`src/hw/rtl/mfep_pkg.sv`:
```
// ----------------------------------------------------------------------------
// mfep_pkg
// Shared types and constants of the MIDI file event parser.
// ----------------------------------------------------------------------------
package mfep_pkg;

  localparam int VLQ_MAX_BYTES = 4;
  localparam int QUEUE_DEPTH   = 4;
  localparam int QUEUE_AW      = 2;

  typedef enum logic [2:0] {
    KIND_HEADER  = 3'd0,
    KIND_CHANNEL = 3'd1,
    KIND_SYSEX   = 3'd2,
    KIND_META    = 3'd3,
    KIND_EOT     = 3'd4,
    KIND_ERROR   = 3'd5
  } kind_t;

  typedef enum logic [2:0] {
    ERR_NONE     = 3'd0,
    ERR_HDR_MAG  = 3'd1,
    ERR_HDR_LEN  = 3'd2,
    ERR_FORMAT   = 3'd3,
    ERR_TRK_MAG  = 3'd4
  } err_t;

  typedef enum logic [3:0] {
    PH_HDR, PH_TRK, PH_DELTA, PH_STATUS, PH_FIRST, PH_DATA2, PH_LEN, PH_SKIP,
    PH_DONE, PH_ERR
  } phase_t;

  // A classified byte as it passes from the front part to the parser.
  typedef struct packed {
    logic [7:0] data;
    logic       is_status;
    logic       is_system;
  } item_t;

  typedef struct packed {
    logic [2:0]  kind;
    logic [2:0]  error_code;
    logic [15:0] track;
    logic [34:0] delta;
    logic [39:0] position;
    logic [7:0]  status;
    logic [7:0]  data1;
    logic [7:0]  data2;
    logic [7:0]  meta_type;
    logic [34:0] length;
    logic [15:0] division;
    logic        format;
  } result_t;

  function automatic logic [7:0] hdr_magic(input logic [1:0] i);
    logic [7:0] r;
    unique case (i)
      2'd0: r = 8'h4d;
      2'd1: r = 8'h54;
      2'd2: r = 8'h68;
      default: r = 8'h64;
    endcase
    return r;
  endfunction

  function automatic logic [7:0] trk_magic(input logic [1:0] i);
    logic [7:0] r;
    unique case (i)
      2'd0: r = 8'h4d;
      2'd1: r = 8'h54;
      2'd2: r = 8'h72;
      default: r = 8'h6b;
    endcase
    return r;
  endfunction

endpackage

```
`src/hw/rtl/mfep_front.sv`:
```
// ----------------------------------------------------------------------------
// mfep_front
// Accepts file bytes, classifies them and writes them into a short queue.
// ----------------------------------------------------------------------------
module mfep_front (
  input  logic                clk,
  input  logic                rst,
  input  logic                valid,
  output logic                stall,
  input  logic [7:0]          byte_in,
  output mfep_pkg::item_t     item,
  output logic                item_valid,
  input  logic                item_take
);

  mfep_pkg::item_t               mem [mfep_pkg::QUEUE_DEPTH];
  logic [mfep_pkg::QUEUE_AW-1:0] wr_ptr;
  logic [mfep_pkg::QUEUE_AW-1:0] rd_ptr;
  logic [mfep_pkg::QUEUE_AW:0]   fill;
  logic                          push;
  logic                          pop;

  assign stall      = (fill == (mfep_pkg::QUEUE_AW+1)'(mfep_pkg::QUEUE_DEPTH));
  assign push       = valid && !stall;
  assign item_valid = (fill != '0);
  assign pop        = item_valid && item_take;
  assign item       = mem[rd_ptr];

  always_ff @(posedge clk) begin
    if (push) begin
      mem[wr_ptr].data      <= byte_in;
      mem[wr_ptr].is_status <= byte_in[7];
      mem[wr_ptr].is_system <= (byte_in[7:4] == 4'hf);
    end
  end

  always_ff @(posedge clk) begin
    if (rst) begin
      wr_ptr <= '0;
      rd_ptr <= '0;
      fill   <= '0;
    end else begin
      if (push) wr_ptr <= wr_ptr + 1'b1;
      if (pop)  rd_ptr <= rd_ptr + 1'b1;
      fill <= fill + (mfep_pkg::QUEUE_AW+1)'(push) - (mfep_pkg::QUEUE_AW+1)'(pop);
    end
  end

endmodule

```
`src/hw/rtl/mfep_back.sv`:
```
// ----------------------------------------------------------------------------
// mfep_back
// Parse state machine: takes classified bytes and produces result items
// into an output register.
// ----------------------------------------------------------------------------
module mfep_back (
  input  logic                clk,
  input  logic                rst,
  input  mfep_pkg::item_t     item,
  input  logic                item_valid,
  output logic                item_take,
  output mfep_pkg::result_t   res,
  output logic                res_valid,
  input  logic                res_stall
);

  mfep_pkg::phase_t  phase, phase_next;
  logic [3:0]   byte_counter, byte_counter_next;
  logic [31:0]  assembly_word, assembly_word_next;
  logic [7:0]   running_status, running_status_next;
  logic [7:0]   event_status, event_status_next;
  logic [7:0]   first_data, first_data_next;
  logic [34:0]  delta_acc, delta_acc_next;
  logic [2:0]   quantity_bytes, quantity_bytes_next;
  logic [39:0]  track_position, track_position_next;
  logic [31:0]  track_bytes_left, track_bytes_left_next;
  logic [34:0]  payload_left, payload_left_next;
  logic [15:0]  tracks_total, tracks_total_next;
  logic [15:0]  tracks_done, tracks_done_next;
  logic         held_format, held_format_next;
  logic [15:0]  held_division, held_division_next;
  logic [7:0]   held_meta_type, held_meta_type_next;
  logic [2:0]   magic_bad, magic_bad_next;

  logic               emit;
  mfep_pkg::result_t  r;
  logic               fire;
  logic [7:0]         b;

  assign item_take = item_valid && (!res_valid || !res_stall);
  assign fire      = item_take;
  assign b         = item.data;

  always_comb begin
    logic        ended;
    logic [34:0] acc;
    logic [34:0] vsum;
    logic [2:0]  qn;
    logic [31:0] aw;
    logic [7:0]  s;
    logic        do_first;
    logic        do_len;
    logic [15:0] d1;
    logic [15:0] dv;
    phase_next            = phase;
    byte_counter_next     = byte_counter;
    assembly_word_next    = assembly_word;
    running_status_next   = running_status;
    event_status_next     = event_status;
    first_data_next       = first_data;
    delta_acc_next        = delta_acc;
    quantity_bytes_next   = quantity_bytes;
    track_position_next   = track_position;
    track_bytes_left_next = track_bytes_left;
    payload_left_next     = payload_left;
    tracks_total_next     = tracks_total;
    tracks_done_next      = tracks_done;
    held_format_next      = held_format;
    held_division_next    = held_division;
    held_meta_type_next   = held_meta_type;
    magic_bad_next        = magic_bad;
    emit     = 1'b0;
    r        = '0;
    ended    = 1'b0;
    acc      = '0;
    vsum     = '0;
    qn       = quantity_bytes + 3'd1;
    aw       = {assembly_word[23:0], b};
    s        = event_status;
    do_first = 1'b0;
    do_len   = 1'b0;
    d1       = '0;
    dv       = '0;

    unique case (phase)
      mfep_pkg::PH_HDR: begin
        if (byte_counter < 4'd4 && b != mfep_pkg::hdr_magic(byte_counter[1:0])
            && magic_bad == 3'd0)
          magic_bad_next = mfep_pkg::ERR_HDR_MAG;
        assembly_word_next = aw;
        if (byte_counter == 4'd7 && aw != 32'd6 && magic_bad_next == 3'd0)
          magic_bad_next = mfep_pkg::ERR_HDR_LEN;
        if (byte_counter == 4'd9) begin
          if (aw[15:0] > 16'd1 && magic_bad_next == 3'd0)
            magic_bad_next = mfep_pkg::ERR_FORMAT;
          held_format_next = aw[0];
        end
        if (byte_counter == 4'd11) tracks_total_next = aw[15:0];
        if (byte_counter == 4'd13) begin
          if (magic_bad_next != 3'd0) begin
            held_format_next   = 1'b0;
            held_division_next = '0;
            emit         = 1'b1;
            r.kind       = mfep_pkg::KIND_ERROR;
            r.error_code = magic_bad_next;
            phase_next   = mfep_pkg::PH_ERR;
          end else begin
            // Negative division is frames per second times subframes.
            d1 = {8'hff, aw[15:8]};
            dv = aw[15] ? 16'(d1 * {8'd0, aw[7:0]}) : aw[15:0];
            held_division_next = dv;
            if (!held_format_next) tracks_total_next = 16'd1;
            emit       = 1'b1;
            r.kind     = mfep_pkg::KIND_HEADER;
            r.length   = {19'd0, tracks_total_next};
            tracks_done_next  = '0;
            byte_counter_next = '0;
            magic_bad_next    = '0;
            phase_next = (tracks_total_next == 16'd0) ? mfep_pkg::PH_DONE
                                                      : mfep_pkg::PH_TRK;
          end
        end else begin
          byte_counter_next = byte_counter + 4'd1;
        end
      end

      mfep_pkg::PH_TRK: begin
        if (byte_counter < 4'd4 && b != mfep_pkg::trk_magic(byte_counter[1:0]))
          magic_bad_next = 3'd1;
        if (byte_counter == 4'd3 && magic_bad_next != 3'd0) begin
          emit         = 1'b1;
          r.kind       = mfep_pkg::KIND_ERROR;
          r.error_code = mfep_pkg::ERR_TRK_MAG;
          phase_next   = mfep_pkg::PH_ERR;
        end else begin
          assembly_word_next = aw;
          if (byte_counter == 4'd7) begin
            track_bytes_left_next = aw;
            track_position_next   = '0;
            running_status_next   = '0;
            if (aw == 32'd0) begin
              emit   = 1'b1;
              r.kind = mfep_pkg::KIND_EOT;
              ended  = 1'b1;
            end else begin
              phase_next          = mfep_pkg::PH_DELTA;
              delta_acc_next      = '0;
              quantity_bytes_next = '0;
            end
          end else begin
            byte_counter_next = byte_counter + 4'd1;
          end
        end
      end

      mfep_pkg::PH_DELTA: begin
        vsum = delta_acc + {28'd0, b[6:0]};
        acc  = b[7] ? {vsum[27:0], 7'd0} : vsum;
        delta_acc_next      = acc;
        quantity_bytes_next = qn;
        if (!b[7] || qn >= 3'(mfep_pkg::VLQ_MAX_BYTES)) begin
          track_position_next = track_position + {5'd0, acc};
          phase_next          = mfep_pkg::PH_STATUS;
        end
      end

      mfep_pkg::PH_STATUS: begin
        if (item.is_status) begin
          event_status_next   = b;
          running_status_next = item.is_system ? 8'd0 : b;
          phase_next          = mfep_pkg::PH_FIRST;
        end else begin
          event_status_next = running_status;
          s                 = running_status;
          do_first          = 1'b1;
        end
      end

      mfep_pkg::PH_FIRST: do_first = 1'b1;

      mfep_pkg::PH_DATA2: begin
        emit    = 1'b1;
        r.kind  = mfep_pkg::KIND_CHANNEL;
        r.delta = delta_acc;
        r.status = event_status;
        r.data1 = first_data;
        r.data2 = b;
        phase_next          = mfep_pkg::PH_DELTA;
        delta_acc_next      = '0;
        quantity_bytes_next = '0;
      end

      mfep_pkg::PH_LEN: do_len = 1'b1;

      mfep_pkg::PH_SKIP: begin
        payload_left_next = payload_left - 35'd1;
        if (payload_left_next == '0) begin
          phase_next          = mfep_pkg::PH_DELTA;
          delta_acc_next      = '0;
          quantity_bytes_next = '0;
        end
      end

      default: ;
    endcase

    if (do_first) begin
      if ((s >= 8'h80 && s <= 8'hbf) || (s >= 8'he0 && s <= 8'hef)) begin
        first_data_next = b;
        phase_next      = mfep_pkg::PH_DATA2;
      end else if (s >= 8'hc0 && s <= 8'hdf) begin
        emit     = 1'b1;
        r.kind   = mfep_pkg::KIND_CHANNEL;
        r.delta  = delta_acc;
        r.status = s;
        r.data1  = b;
        phase_next          = mfep_pkg::PH_DELTA;
        delta_acc_next      = '0;
        quantity_bytes_next = '0;
      end else if (s == 8'hf0 || s == 8'hf7) begin
        phase_next = mfep_pkg::PH_LEN;
        do_len     = 1'b1;
      end else if (s == 8'hff) begin
        held_meta_type_next = b;
        payload_left_next   = '0;
        quantity_bytes_next = '0;
        phase_next          = mfep_pkg::PH_LEN;
      end else begin
        phase_next          = mfep_pkg::PH_DELTA;
        delta_acc_next      = '0;
        quantity_bytes_next = '0;
      end
    end

    if (do_len) begin
      // Sysex length starts fresh when entered straight from the status byte.
      qn   = (phase == mfep_pkg::PH_LEN) ? quantity_bytes + 3'd1 : 3'd1;
      vsum = ((phase == mfep_pkg::PH_LEN) ? payload_left : 35'd0) + {28'd0, b[6:0]};
      acc  = b[7] ? {vsum[27:0], 7'd0} : vsum;
      payload_left_next   = acc;
      quantity_bytes_next = qn;
      if (!b[7] || qn >= 3'(mfep_pkg::VLQ_MAX_BYTES)) begin
        emit    = 1'b1;
        r.delta = delta_acc;
        r.length = acc;
        if (s == 8'hff && held_meta_type == 8'h2f) begin
          r.kind      = mfep_pkg::KIND_EOT;
          r.status    = 8'hff;
          r.meta_type = 8'h2f;
          ended       = 1'b1;
        end else begin
          if (s == 8'hff) begin
            r.kind      = mfep_pkg::KIND_META;
            r.status    = 8'hff;
            r.meta_type = held_meta_type;
          end else begin
            r.kind   = mfep_pkg::KIND_SYSEX;
            r.status = s;
          end
          if (acc != '0) begin
            phase_next = mfep_pkg::PH_SKIP;
          end else begin
            phase_next          = mfep_pkg::PH_DELTA;
            delta_acc_next      = '0;
            quantity_bytes_next = '0;
          end
        end
      end
    end

    if (!ended && phase != mfep_pkg::PH_HDR && phase != mfep_pkg::PH_TRK
        && phase != mfep_pkg::PH_DONE && phase != mfep_pkg::PH_ERR) begin
      track_bytes_left_next = track_bytes_left - 32'd1;
      if (track_bytes_left_next == '0) begin
        if (!emit) begin
          emit   = 1'b1;
          r      = '0;
          r.kind = mfep_pkg::KIND_EOT;
        end
        ended = 1'b1;
      end
    end

    // Result fields use the track index and position before the track closes.
    r.track    = tracks_done;
    r.position = track_position_next;
    r.division = held_division_next;
    r.format   = held_format_next;
    if (r.kind == mfep_pkg::KIND_EOT && phase == mfep_pkg::PH_TRK)
      r.position = '0;

    if (ended) begin
      tracks_done_next    = tracks_done + 16'd1;
      track_position_next = '0;
      delta_acc_next      = '0;
      byte_counter_next   = '0;
      magic_bad_next      = '0;
      phase_next = (tracks_done_next == tracks_total_next) ? mfep_pkg::PH_DONE
                                                           : mfep_pkg::PH_TRK;
    end
  end

  always_ff @(posedge clk) begin
    if (rst) begin
      phase            <= mfep_pkg::PH_HDR;
      byte_counter     <= '0;
      assembly_word    <= '0;
      running_status   <= '0;
      event_status     <= '0;
      first_data       <= '0;
      delta_acc        <= '0;
      quantity_bytes   <= '0;
      track_position   <= '0;
      track_bytes_left <= '0;
      payload_left     <= '0;
      tracks_total     <= '0;
      tracks_done      <= '0;
      held_format      <= 1'b0;
      held_division    <= '0;
      held_meta_type   <= '0;
      magic_bad        <= '0;
      res_valid        <= 1'b0;
    end else begin
      if (fire) begin
        phase            <= phase_next;
        byte_counter     <= byte_counter_next;
        assembly_word    <= assembly_word_next;
        running_status   <= running_status_next;
        event_status     <= event_status_next;
        first_data       <= first_data_next;
        delta_acc        <= delta_acc_next;
        quantity_bytes   <= quantity_bytes_next;
        track_position   <= track_position_next;
        track_bytes_left <= track_bytes_left_next;
        payload_left     <= payload_left_next;
        tracks_total     <= tracks_total_next;
        tracks_done      <= tracks_done_next;
        held_format      <= held_format_next;
        held_division    <= held_division_next;
        held_meta_type   <= held_meta_type_next;
        magic_bad        <= magic_bad_next;
      end
      if (fire) res_valid <= emit;
      else if (!res_stall) res_valid <= 1'b0;
    end
  end

  always_ff @(posedge clk) begin
    if (fire && emit) res <= r;
  end

endmodule

```
`src/hw/rtl/midi_file_event_parser.sv`:
```
// ----------------------------------------------------------------------------
// midi_file_event_parser
// Byte-serial Standard MIDI File parser: checks the header and track chunks
// and reports decoded events.
// ----------------------------------------------------------------------------
//   channel | signals                         | direction
//   input   | valid, stall, byte_in           | file bytes in
//   output  | out_valid, out_stall, kind ...  | decoded results out
//
// One byte per cycle is sustained while the output does not stall; each byte
// passes a four-entry queue and then the parse state machine, whose result
// register feeds the output. A byte waits in the queue, its result in the
// result register. Reset clears all parse state. A stall on the output holds
// the parser; the queue keeps accepting until full.
module midi_file_event_parser (
  input  logic        clk,
  input  logic        rst,
  input  logic        valid,
  output logic        stall,
  input  logic [7:0]  byte_in,
  output logic        out_valid,
  input  logic        out_stall,
  output logic [2:0]  kind,
  output logic [2:0]  error_code,
  output logic [15:0] track,
  output logic [34:0] delta,
  output logic [39:0] position,
  output logic [7:0]  status,
  output logic [7:0]  data1,
  output logic [7:0]  data2,
  output logic [7:0]  meta_type,
  output logic [34:0] length,
  output logic signed [15:0] division,
  output logic        format
);

  mfep_pkg::item_t   item;
  logic              item_valid;
  logic              item_take;
  mfep_pkg::result_t res;

  mfep_front u_front (
    .clk(clk), .rst(rst), .valid(valid), .stall(stall), .byte_in(byte_in),
    .item(item), .item_valid(item_valid), .item_take(item_take)
  );

  mfep_back u_back (
    .clk(clk), .rst(rst), .item(item), .item_valid(item_valid),
    .item_take(item_take), .res(res), .res_valid(out_valid),
    .res_stall(out_stall)
  );

  assign kind       = res.kind;
  assign error_code = res.error_code;
  assign track      = res.track;
  assign delta      = res.delta;
  assign position   = res.position;
  assign status     = res.status;
  assign data1      = res.data1;
  assign data2      = res.data2;
  assign meta_type  = res.meta_type;
  assign length     = res.length;
  assign division   = res.division;
  assign format     = res.format;

endmodule

```
`config.mk`:
```
export PLATFORM = sky130hd
export DESIGN_NAME = midi_file_event_parser
export DESIGN_NICKNAME = d
export VERILOG_FILES = /design/src/hw/rtl/mfep_pkg.sv /design/src/hw/rtl/mfep_front.sv /design/src/hw/rtl/mfep_back.sv /design/src/hw/rtl/midi_file_event_parser.sv
export SDC_FILE = /design/constraint.sdc
export NUM_CORES = 2
export LEC_CHECK = 0
export ABC_AREA = 1
export BUFFER_PORTS_ARGS = -buffer_cell sky130_fd_sc_hd__buf_4
export CAP_MARGIN = 20
export CORE_MARGIN = 2
export CORE_UTILIZATION = 63
export DETAILED_ROUTE_END_ITERATION = 8
export PLACE_DENSITY = 0.79
export SKIP_CTS_REPAIR_TIMING = 1
export SYNTH_ARGS = -nofsm -noshare
export SYNTH_HDL_FRONTEND = slang
export SYNTH_SLANG_ARGS = --single-unit
```
`constraint.sdc`:
```
create_clock -name clk -period 10 [get_ports clk]
set_clock_uncertainty 0.2 [all_clocks]
set_input_delay 1.5 -clock clk [delete_from_list [all_inputs] [get_ports clk]]
set_output_delay 1.5 -clock clk [all_outputs]
set_load 0.02 [all_outputs]
```
=== Yosys cells after proc, flatten, opt, wreduce, memory -nomap -nowiden ===
Memories as Yosys holds them, arrays and structs flattened. A register that Yosys moved wholly into a read port is not among the register bits.
Index checks and enable logic that the tools add are counted.

* Output and inout bits: 183
* Memory bits (writable): 40
* Memories: 1
* Flip-flop bits (word level): 450

* Add/subtract/negate cells: 12
* Equality and inequality tests: 37
* $mul: 1
* Multiplexer cells: 195
* Order comparisons: 10
* Bitwise logic cells: 3
* Reduce and logical (&&, ||, !) cells: 60

{| class="wikitable"
|+ Memories
! name !! depth !! width !! rd ports !! clocked after Yosys merged registers in !! write ports !! RTL line !! text
|-
| u_front.mem || 4 || 10 || 1 || 1 || 1 || mfep_front.sv:16 || <nowiki>mfep_pkg::item_t mem [mfep_pkg::QUEUE_DEPTH];</nowiki>
|}

{| class="wikitable"
|+ Operators by type and width
! kind !! number
|-
| $mux 35 || 32
|-
| $mux 181 || 3
|-
| $mux 16 || 20
|-
| $mux 40 || 4
|-
| $pmux 35 s4 || 1
|-
| $mux 32 || 4
|-
| $mux 8 || 15
|-
| $mux 3 || 38
|-
| $mux 4 || 23
|-
| $mux 43 || 2
|-
| $pmux 40 s2 || 1
|-
| $add 35x7->35 || 2
|-
| $logic_not 32->1 || 2
|-
| $mux 24 || 2
|-
| $pmux 24 s2 || 1
|-
| $add 40x35->40 || 1
|-
| $pmux 6 s3 || 2
|-
| $logic_not 35->1 || 1
|-
| $reduce_bool 35->1 || 1
|-
| $sub 35x1->35 const B || 1
|-
| $mux 1 || 34
|-
| $ne 32x3->1 const B || 1
|-
| $sub 32x1->32 const B || 1
|-
| $eq 8x8->1 const B || 3
|-
| 53 further kinds || 123
|}

=== Longest topological paths before layout ===
* Depth after elaboration: 32
* Gate-level depth with buffers: 36
* Mapped depth without buffers: 33

=== Hierarchy ===
Synthesis repeated with hierarchy kept, for this count alone.

* Cell total of the unflattened synthesis: 4,654
* Area, all modules: 33,017.9 um2

{| class="wikitable"
|+ Modules (own cells, without submodules)
! module !! cells each !! times used !! area an instance (um2)
|-
| mfep_back || 4,497 || 1 || 31,144.9
|-
| mfep_front || 157 || 1 || 1,873.0
|}

=== Worst setup path after synthesis ===
No wires, ideal clock.

* Path type: register -> register
* Start: register with a tool-made name
* End: register, netlist name u_back.res[0]
* Cell stages (with the launch flop): 22
* Data arrival time: 6.759 ns
* Period minus slack after synthesis: 7.492 ns
* Setup time: 0.533 ns
* Required time: 9.267 ns
* Path slack: 2.508 ns
* Cells stage by stage: dfxtp_1 -> buf_4 -> inv_4 -> nand2_1 -> nand3_1 -> nand2_2 -> clkbuf_1 -> buf_1 -> clkbuf_1 -> clkbuf_1 -> buf_1 -> ha_1 -> nand2_1 -> nor3_1 -> nand2_1 -> o21ai_0 -> nand2_1 -> nand3_1 -> nor2_1 -> o21ai_1 -> nand2_1 -> inv_1

==> summary.md <==
| Metric | Value |
|---|---|
| Status | complete, no violations |
| Slew HR | 20.7% |
| DRT iter0 DRCs | 4256 |
| Max Slew Vio Count | 0 |
| # rows | 83 |
| Routability cong. | 1.02 |
| Routing usage on met1 | 52.3% |
| CP required | 10370 ps |
| Initial Utilization | 64.1% |
| Mapped Area | 33100 um2 |
| DRT Pass-1 Iters | 6 |
| Gate count of the mapped netlist | 4764 |
| Top cells by count, synth | nand2_1 (1165), inv_1 (597), nor2_1 (571), a21oi_1 (368), o21ai_0 (361) |
| Synth Net Count | 4936 |
| Avg WL per Cell | 20.4 um |
| Avg Inst Size Synth | 6.94 um2 |
| Async SR Flop Fraction | 0% |
| Final period util | 75.5% |
| DP Wirelength | 80.1 mm |
| Worst Setup Start Kind | register |
| Peak supply drop | 593 uV |
| Setup TNS Final | 0 ps |
| Slew @ Worst Pin | 1190 ps |
| Clock buffer depth | 3 |
| Yosys synthesis warning count | 0 |
| Crit end category | register |
| CTS root buf | clkbuf_16 |
| Num CTS Buffers | 51 |
| Final net count | 5008 |
| CP max FO | 19 |
| First-pass GRT wire length | 175 mm |
| Multi-input combinational cell area | 18000 um2 |
| Count leader, synth | nand2_1 |
| IO Count | 195 |
| Drt drc | 0 |
| Unique masters post-synth | 65 |
| Sequential area share after synthesis | 36.1% |
| Setup WS post-layout | 2450 ps |
| Leakage | 16.0 nW |
| Placed inst area | 34800 um2 |
| Routed vias | 34000 |
| Initial antenna violation count | 2 |
| Die area | 54400 um2 |
| Routed vias/inst | 6.12 |
| Largest net degree at the start of global routing | 155 |
| Setup violations, final | 0 |
| F_max | 0.132 GHz |
| Main synth FF type | dfxtp_1 |
| Max stage delay on crit path | 740 ps |
| Crit Path Category | reg -> reg |
| Most used routing layer | met2 |
| Max Cap Viol | 0 |
| Die Span Y | 233 um |
| Top cell type's share of synthesized area | 19.7% |
| Residual antenna-violating net count after detailed routing | 0 |
| Number of global-route vias before repair | 31900 |
| Die Wd | 233 um |
| Number of synthesized flops with an enable pin | 217 |
| FILL cells | 4352 |
| Min cycle time layout | 7550 ps |
| Area leader, netlist | edfxtp_1 |
| Share of cells above drive strength 1 | 7.93% |
| Crit-path slowest cell | dfxtp_1 |
| Design Power | 15.1 mW |
| Worst slack at placement | 2800 ps |
| Sequential Area | 11900 um2 |
| Worst-Skew Late Latency | 660 ps |
| Arr. time, crit path | 7930 ps |
| Met2 Use GR | 66.1% |
| GR Layer Usage met3 | 8.20% |
| Total track usage | 41.2% |
| RSZ-0062 raised after global routing | no |
| Final hold vios | 0 |
| Flops & latches, synth | 488 |
| Depth of the CTS H-tree | 2 |
| Overflow after GRT | 0 |
| Area delta synth->final | 10.6% |
| Hold Crit Class | reg -> reg |
| Most used cell, CP | nand2_1 |
| Post-route cell area | 36600 um2 |
| Largest cells by area after synthesis | edfxtp_1 (20%), dfxtp_1 (16%), nand2_1 (13%) |
| DRT Wirelength | 113 mm |
| Pwr/cell area | 413 nW/um2 |
| Reg clk slew, reported paths | 70 ps |
| Clock sinks | 488 |
| CTS tree | done |
| Core area | 51600 um2 |
| Number of I/O port buffers | 194 |
## layout by cell type (no fill, tap or decap), drive strengths merged, types with 7 or more instances in the layout
cell	n
nand2	1171
inv	614
nor2	596
o21ai	394
a21oi	368
nand3	277
dfxtp	271
buf	225
edfxtp	217
ha	101
xor2	92
nand4	92
clkbuf	72
o211ai	64
fa	59
nor3	58
a31oi	27
clkinv	23
xnor2	18
o221ai	16
or2	16
nor4	15
o22ai	13
o31ai	11
nand3b	7
## logic make-up (layout without fill, tap and decap cells)
family          Yosys count  count (layout)  share of synthesized area (%)
simple gates           2246            2246                           28.4
compound gates          932             932                           15.5
buf+inv                 826             941                           9.70
flops                   488             488                           36.1
fa+ha+maj               160             160                           7.39
xor+xnor                110             110                           2.91
mux                       2               2                         0.0643
other cells               0               1                              0
## critical path, delay by kind of cell, from the launching register on
kind | cells | cell delay, ps
mux | 1 | 320
buf+inv | 6 | 1060
compound gates | 9 | 2100
simple gates | 10 | 1950
fa+ha+maj | 2 | 930
flops | 1 | 740
xor+xnor | 1 | 170
## metal layers
layer,wire length (um),vias to the layer above
met5,7,-
met1,43200,15800
li1,-,15800
met2,51500,2028
met4,6700,2
met3,11700,459
## final cells by class
type                       count  share of cell area (%)
antenna                        1                 0.00684
inverter                     619                    6.39
clock buffer                  71                    3.92
clock inverter                25                   0.913
timing repair buffer         226                    4.69
sequential                   488                    32.7
tap                          680                    2.33
multi-input combinational   3450                    49.1
## power by group
group,internal [mW],switching [mW]
clock,1.14,0.871
sequential,2.47,0.449
combinational,3.27,6.91
total,6.88,8.23
## worst paths after layout
check / start / endpoint / slack [ps] / cells past startpoint
max: register / u_back.track_position[34] / 2450 / 29
min: u_back.running_status[0] / u_back.running_status[0] / 280 / 2
max reg2reg: register / u_back.track_position[34] / 2450 / 29
min reg2reg: u_back.running_status[0] / u_back.running_status[0] / 280 / 2
## flip-flops by register name, indices dropped and copies added, names as in the netlist, 16 cells and up, named ones only
register                 flops
u_back.delta_acc            35
u_back.tracks_done          16
u_front.mem                 36
u_back.payload_left         35
u_back.track_bytes_left     32
u_back.res                 181
u_back.track_position       40
u_back.held_division        16
u_back.assembly_word        24
u_back.tracks_total         16
## metrics by stage
stage	util (%)	instances	hold slack, ps
after global routing	70.9	5559	301
after global placement	67.4	5461	255
after detailed placement	67.4	5461	265
after CTS	70.8	5557	275
final	70.9	5560	279
after floorplan	-	4764	234
Note: power is estimated with default switching activity, not from simulation.
